==> src/hw/rtl/cgma_pkg.sv <==
// Package: types, constants and tables for the gradient magnitude / azimuth block.
package cgma_pkg;

   localparam int DataWidth    = 32;
   localparam int CordicStages = 16;
   localparam int SqrtSteps    = 32;
   localparam int StepWidth    = 5;
   localparam int ModeMag      = 0;

   localparam logic signed [31:0] Deg90  = 32'sd5898240;
   localparam logic signed [31:0] Deg180 = 32'sd11796480;
   localparam logic [31:0]        MagLimit = 32'((64'd1 << (DataWidth - 1)) - 64'd1);

   typedef enum logic {
      REG_OUTPUT_MODE   = 1'b0,
      REG_STEP_DISTANCE = 1'b1
   } cgma_reg_type;

   typedef struct packed {
      logic               mode;
      logic               neg;
      logic signed [31:0] crl;
      logic signed [31:0] inl;
   } cgma_diff_type;

   typedef struct packed {
      logic               mode;
      logic               neg;
      logic               zero;
      logic [63:0]        n;
      logic [34:0]        rem;
      logic [31:0]        root;
      logic signed [35:0] x;
      logic signed [35:0] y;
      logic signed [31:0] z;
   } cgma_iter_type;

   // floor(2^31 / s): reciprocal of 2*s scaled by 2^32
   function automatic logic [31:0] recip(input logic [4:0] s);
      logic [31:0] r;
      case (s)
         5'd1:    r = 32'd2147483648;
         5'd2:    r = 32'd1073741824;
         5'd3:    r = 32'd715827882;
         5'd4:    r = 32'd536870912;
         5'd5:    r = 32'd429496729;
         5'd6:    r = 32'd357913941;
         5'd7:    r = 32'd306783378;
         5'd8:    r = 32'd268435456;
         5'd9:    r = 32'd238609294;
         5'd10:   r = 32'd214748364;
         5'd11:   r = 32'd195225786;
         5'd12:   r = 32'd178956970;
         5'd13:   r = 32'd165191049;
         5'd14:   r = 32'd153391689;
         5'd15:   r = 32'd143165576;
         default: r = 32'd134217728;
      endcase
      return r;
   endfunction

   // atan(2^-i) in degrees, Q15.16
   function automatic logic signed [31:0] atan_deg(input int i);
      logic signed [31:0] a;
      case (i)
         0:       a = 32'sd2949120;
         1:       a = 32'sd1740967;
         2:       a = 32'sd919879;
         3:       a = 32'sd466945;
         4:       a = 32'sd234379;
         5:       a = 32'sd117304;
         6:       a = 32'sd58666;
         7:       a = 32'sd29335;
         8:       a = 32'sd14668;
         9:       a = 32'sd7334;
         10:      a = 32'sd3667;
         11:      a = 32'sd1833;
         12:      a = 32'sd917;
         13:      a = 32'sd458;
         14:      a = 32'sd229;
         15:      a = 32'sd115;
         16:      a = 32'sd57;
         17:      a = 32'sd29;
         18:      a = 32'sd14;
         19:      a = 32'sd7;
         20:      a = 32'sd4;
         21:      a = 32'sd2;
         22:      a = 32'sd1;
         default: a = 32'sd0;
      endcase
      return a;
   endfunction

endpackage

==> src/hw/rtl/cgma_iter.sv <==
// One pipeline stage: a root digit step and, while in range, a CORDIC rotation.
module cgma_iter
   import cgma_pkg::*;
#(
   parameter int INDEX         = 0,
   parameter int CORDIC_STAGES = CordicStages
) (
   input  logic          clock,
   input  logic          reset,
   input  logic          en,
   input  logic          in_valid,
   input  cgma_iter_type in_data,
   output logic          out_valid,
   output cgma_iter_type out_data
);

   logic          v_ff;
   cgma_iter_type d_ff;
   cgma_iter_type d_in;
   logic [36:0]   t_in, trial_in;
   logic signed [35:0] dx_in, dy_in;

   always_comb begin
      d_in     = in_data;
      t_in     = {in_data.rem, in_data.n[63:62]};
      trial_in = {3'b000, in_data.root, 2'b01};
      d_in.n   = {in_data.n[61:0], 2'b00};
      if (t_in >= trial_in) begin
         d_in.rem  = 35'(t_in - trial_in);
         d_in.root = {in_data.root[30:0], 1'b1};
      end else begin
         d_in.rem  = t_in[34:0];
         d_in.root = {in_data.root[30:0], 1'b0};
      end
      dx_in = in_data.y >>> INDEX;
      dy_in = in_data.x >>> INDEX;
      if (INDEX < CORDIC_STAGES) begin
         if (!in_data.y[35]) begin
            d_in.x = in_data.x + dx_in;
            d_in.y = in_data.y - dy_in;
            d_in.z = in_data.z + atan_deg(INDEX);
         end else begin
            d_in.x = in_data.x - dx_in;
            d_in.y = in_data.y + dy_in;
            d_in.z = in_data.z - atan_deg(INDEX);
         end
      end
   end

   always_ff @(posedge clock) begin
      if (reset) begin
         v_ff <= 1'b0;
      end else if (en) begin
         v_ff <= in_valid;
      end
   end

   always_ff @(posedge clock) begin
      if (en) begin
         d_ff <= d_in;
      end
   end

   assign out_valid = v_ff;
   assign out_data  = d_ff;

endmodule

==> config.mk <==
export PLATFORM = sky130hd
export DESIGN_NAME = cgma_iter
export DESIGN_NICKNAME = d
export VERILOG_FILES = /design/src/hw/rtl/cgma_pkg.sv /design/src/hw/rtl/cgma_iter.sv
export SDC_FILE = /design/constraint.sdc
export NUM_CORES = 1
export LEC_CHECK = 0
export ABC_CLOCK_PERIOD_IN_PS = 4600
export BUFFER_PORTS_ARGS = -buffer_cell sky130_fd_sc_hd__buf_2
export CAP_MARGIN = 10
export CORE_AREA = 2 2 184 186
export CTS_CLUSTER_DIAMETER = 60
export DETAILED_ROUTE_END_ITERATION = 16
export DIE_AREA = 0 0 186 188
export PLACE_DENSITY = 0.78
export SLEW_MARGIN = 20
export SYNTH_ARGS = -nofsm -noshare
export SYNTH_HDL_FRONTEND = slang
export SYNTH_SLANG_ARGS = --single-unit
export TNS_END_PERCENT = 5
==> constraint.sdc <==
create_clock -name clock -period 4.6 [get_ports clock]
set_input_delay 0.92 -clock clock [delete_from_list [all_inputs] [get_ports clock]]
set_output_delay 0.92 -clock clock [all_outputs]
set_load 0.02 [all_outputs]
==> results.sh <==
export IMPL_power_total_mw=7.53
export IMPL_r2r_start="out_valid$_SDFFE_PP0P_"
export IMPL_worstMarginPinSlew_ps=1000
export IMPL_dp_hpwl_um=49300
export IMPL_viasPerCell=5.89
export IMPL_postCtsSetupBuffers=0
export IMPL_vias=15673
export IMPL_vdd_drop_max_uv=266
export IMPL_fin_area_um2=20600
export IMPL_portBuffers=478
export IMPL_synth_cells=1720
export IMPL_cts_max_level=1
export IMPL_antenna_found_initial=7
export IMPL_fin_setup_tns_ps=0
export IMPL_drt_first_pass_iters=6
export IMPL_clock_sinks=236
export IMPL_groute_usage_overall=0.339
export IMPL_start_util=0.503
export IMPL_io_pins=481
export IMPL_fill_cells=2816
export IMPL_dpl_worst_slack_ps=351
export IMPL_setup_worst_path_class="in2reg"
export IMPL_ys_seq_area_frac=0.425
export IMPL_drv_cap=0
export IMPL_clkTransAtPathRegs_ps=70
export IMPL_numCtsBuffers=29
export IMPL_route_detailed_drc=0
export IMPL_ys_types=85
export IMPL_powerDensity_nw_per_um2=366
export IMPL_hold_path_class="in2reg"
export IMPL_clk_latency_ps=580
export IMPL_syn_area_um2=16700
export IMPL_end_kind="flop"
export IMPL_r2r_slack_ps=3950
export IMPL_rsz0062_at_grt="no"
export IMPL_cts_buffer_depth=3
export IMPL_wl_um=62100
export IMPL_hold_depth=1
export IMPL_final_cell_mix="477 x buf_2, 235 x edfxtp_1, 161 x a21oi_1, 157 x ha_1, 156 x inv_1"
export IMPL_power_leakage_nw=9.37
export IMPL_cpPeakStageDelay_ps=600
export IMPL_period_needed_ps=3750
export IMPL_layout_nets=2593
export IMPL_maxSlewHeadroom=0.326
export IMPL_crit_chain="buf_2 -> inv_1 -> ha_1 -> inv_2 -> a2111oi_2 -> nand3b_1 -> o21ai_0 -> and4b_1 -> o31ai_1 -> o22ai_1 -> o31ai_1 -> xor2_1"
export IMPL_required_ps=4910
export IMPL_num_rows=67
export IMPL_grt_max_degree=106
export IMPL_synthFlopType="edfxtp_1"
export IMPL_multi_input_area_um2=8670
export IMPL_hp_start="in_data[230]"
export IMPL_layout_commonest_cell="buf_2"
export IMPL_setup_viol=0
export IMPL_reg2reg_to="out_valid$_SDFFE_PP0P_"
export IMPL_syn_area_per_cell_um2=9.68
export IMPL_gp_congestion=0.989
export IMPL_arrival_ps=4070
export IMPL_synth_edf_count=235
export IMPL_path_common_cell="o31ai_1"
export IMPL_slew_violations=0
export IMPL_grt_first_pass_wirelength_um=89500
export IMPL_utilization=0.621
export IMPL_cts_tree="done"
export IMPL_finalHoldViolCount=0
export IMPL_fp_coreArea_um2=33100
export IMPL_detail_route_antenna_nets=0
export IMPL_drt_iter0_markers=1556
export IMPL_r2r_cells=2
export IMPL_cts_resized_gates=0
export IMPL_worstHoldEndpoint="out_data[232]$_DFFE_PP_"
export IMPL_synth_async_reset_ratio=0
export IMPL_synth_seq_cells=236
export IMPL_fin_ws_ps=846
export IMPL_die_area_um2=35000
export IMPL_crit_fanout=14
export IMPL_fin_skew_ps=0
export IMPL_fmax_mhz=266
export IMPL_die_w_um=186
export IMPL_drive_gt1_frac=0.260
export IMPL_area_growth_syn_to_layout_pct=23.5
export IMPL_cts_root_buf="clkbuf_16"
export IMPL_fin_crit_sh=0.816
export IMPL_wl_per_cell_um=23.3
export IMPL_cts_hold_buf=0
export IMPL_setup_worst_path_start_class="input port"
export IMPL_grt_ovfl_total=0
export IMPL_grt_pass1_vias=15023
export IMPL_placed_area_um2=19500
export IMPL_die_h_um=188
export IMPL_status="complete, no violations"
export IMPL_slowest_stage="ha_1"
export IMPL_seqCellArea_um2=7080
export IMPL_ys_warn_count=0
state kept, by name, indices dropped and copies added, names as in the netlist:
name       cells
out_data     235
out_valid      1
per-layer routing:
metal,global-route usage,vias to the layer above,routed length [um]
li1,-,7172,-
met1,0.423,7530,23900
met2,0.570,812,30100
met5,0,-,13
met3,0.0592,157,5100
met4,0.157,2,3030
cells in the mapped netlist, types with 6 or more instances:
master | number | share of area
a21oi_1 | 161 | 0.048
o21ai_1 | 22 | 0.0066
clkbuf_1 | 35 | 0.0079
o31ai_1 | 12 | 0.0054
nand4_1 | 20 | 0.0075
mux2i_1 | 19 | 0.011
o211ai_1 | 13 | 0.0059
o21ai_0 | 109 | 0.033
nor3b_1 | 6 | 0.0027
a211o_1 | 8 | 0.0042
buf_2 | 21 | 0.0063
edfxtp_1 | 235 | 0.42
xnor2_1 | 76 | 0.040
or3_1 | 8 | 0.0030
a211oi_1 | 10 | 0.0045
inv_1 | 156 | 0.035
nor3_1 | 43 | 0.013
xor2_1 | 34 | 0.018
o2111ai_1 | 7 | 0.0037
o21a_1 | 19 | 0.0086
o21bai_1 | 33 | 0.015
a21o_1 | 55 | 0.025
nor4_1 | 9 | 0.0034
buf_1 | 9 | 0.0020
nand2_1 | 119 | 0.027
nor2b_1 | 18 | 0.0068
nor2_1 | 119 | 0.027
nand3_1 | 28 | 0.0084
nand2b_1 | 22 | 0.0083
ha_1 | 157 | 0.12
a31oi_1 | 18 | 0.0068
and3_1 | 13 | 0.0049
worst max path at each step:
| stage | startpoint | to | slack (ps) | depth (start not counted) |
|---|---|---|---|---|
| after global routing | in_data[44] | out_data[67]$_DFFE_PP_ | 700 | 12 |
| after global placement | in_data[44] | out_data[67]$_DFFE_PP_ | 440 | 12 |
| after CTS | in_data[44] | out_data[67]$_DFFE_PP_ | 970 | 12 |
| after floorplan | in_data[67] | out_data[30]$_DFFE_PP_ | 1020 | 13 |
| final | in_data[44] | out_data[67]$_DFFE_PP_ | 850 | 12 |
| after detailed placement | in_data[44] | out_data[67]$_DFFE_PP_ | 350 | 12 |
report_power, final:
group          switching, mW  internal, mW  leakage (nW)
clock network          0.975          1.46         0.497
logic                   1.50         0.791          6.56
registers             0.0967          2.72          2.31
total                   2.57          4.96          9.37
layout make-up:
class / count / area share
inverter: 161 / 0.0294
clock buffer: 33 / 0.0360
sequential: 236 / 0.344
antenna: 3 / 0.000365
timing repair buffer: 507 / 0.128
clock inverter: 20 / 0.0132
tap: 448 / 0.0273
multi-input combinational: 1255 / 0.422
cells by family (layout without fill, tap and decap cells):
| group | Yosys count | count (layout) | synth area share |
|---|---|---|---|
| buffers and inverters | 230 | 721 | 0.0543 |
| adders and majority gates | 161 | 161 | 0.123 |
| xor gates and xnor gates | 110 | 110 | 0.0579 |
| muxes | 22 | 22 | 0.0135 |
| DFF | 236 | 236 | 0.425 |
| and+or+nand+nor | 431 | 431 | 0.124 |
| AOI/OAI and AO/OA | 529 | 529 | 0.203 |
| other | 1 | 5 | 0.000225 |
worst max-delay path: cells and delay by family:
family | cells | cell delay, ps
and+or+nand+nor | 2 | 440
AOI/OAI and AO/OA | 5 | 1680
adders and majority gates | 1 | 600
buffers and inverters | 3 | 300
xor gates and xnor gates | 1 | 110
through the flow:
stage | hold slack, ps | cells
6_report | 511 | 2663
4_1_cts | 488 | 2660
2_1_floorplan | 579 | 1721
3_3_place_gp | 469 | 2607
5_1_grt | 494 | 2663
3_5_place_dp | 522 | 2607
(Power assumes the default switching activity.)
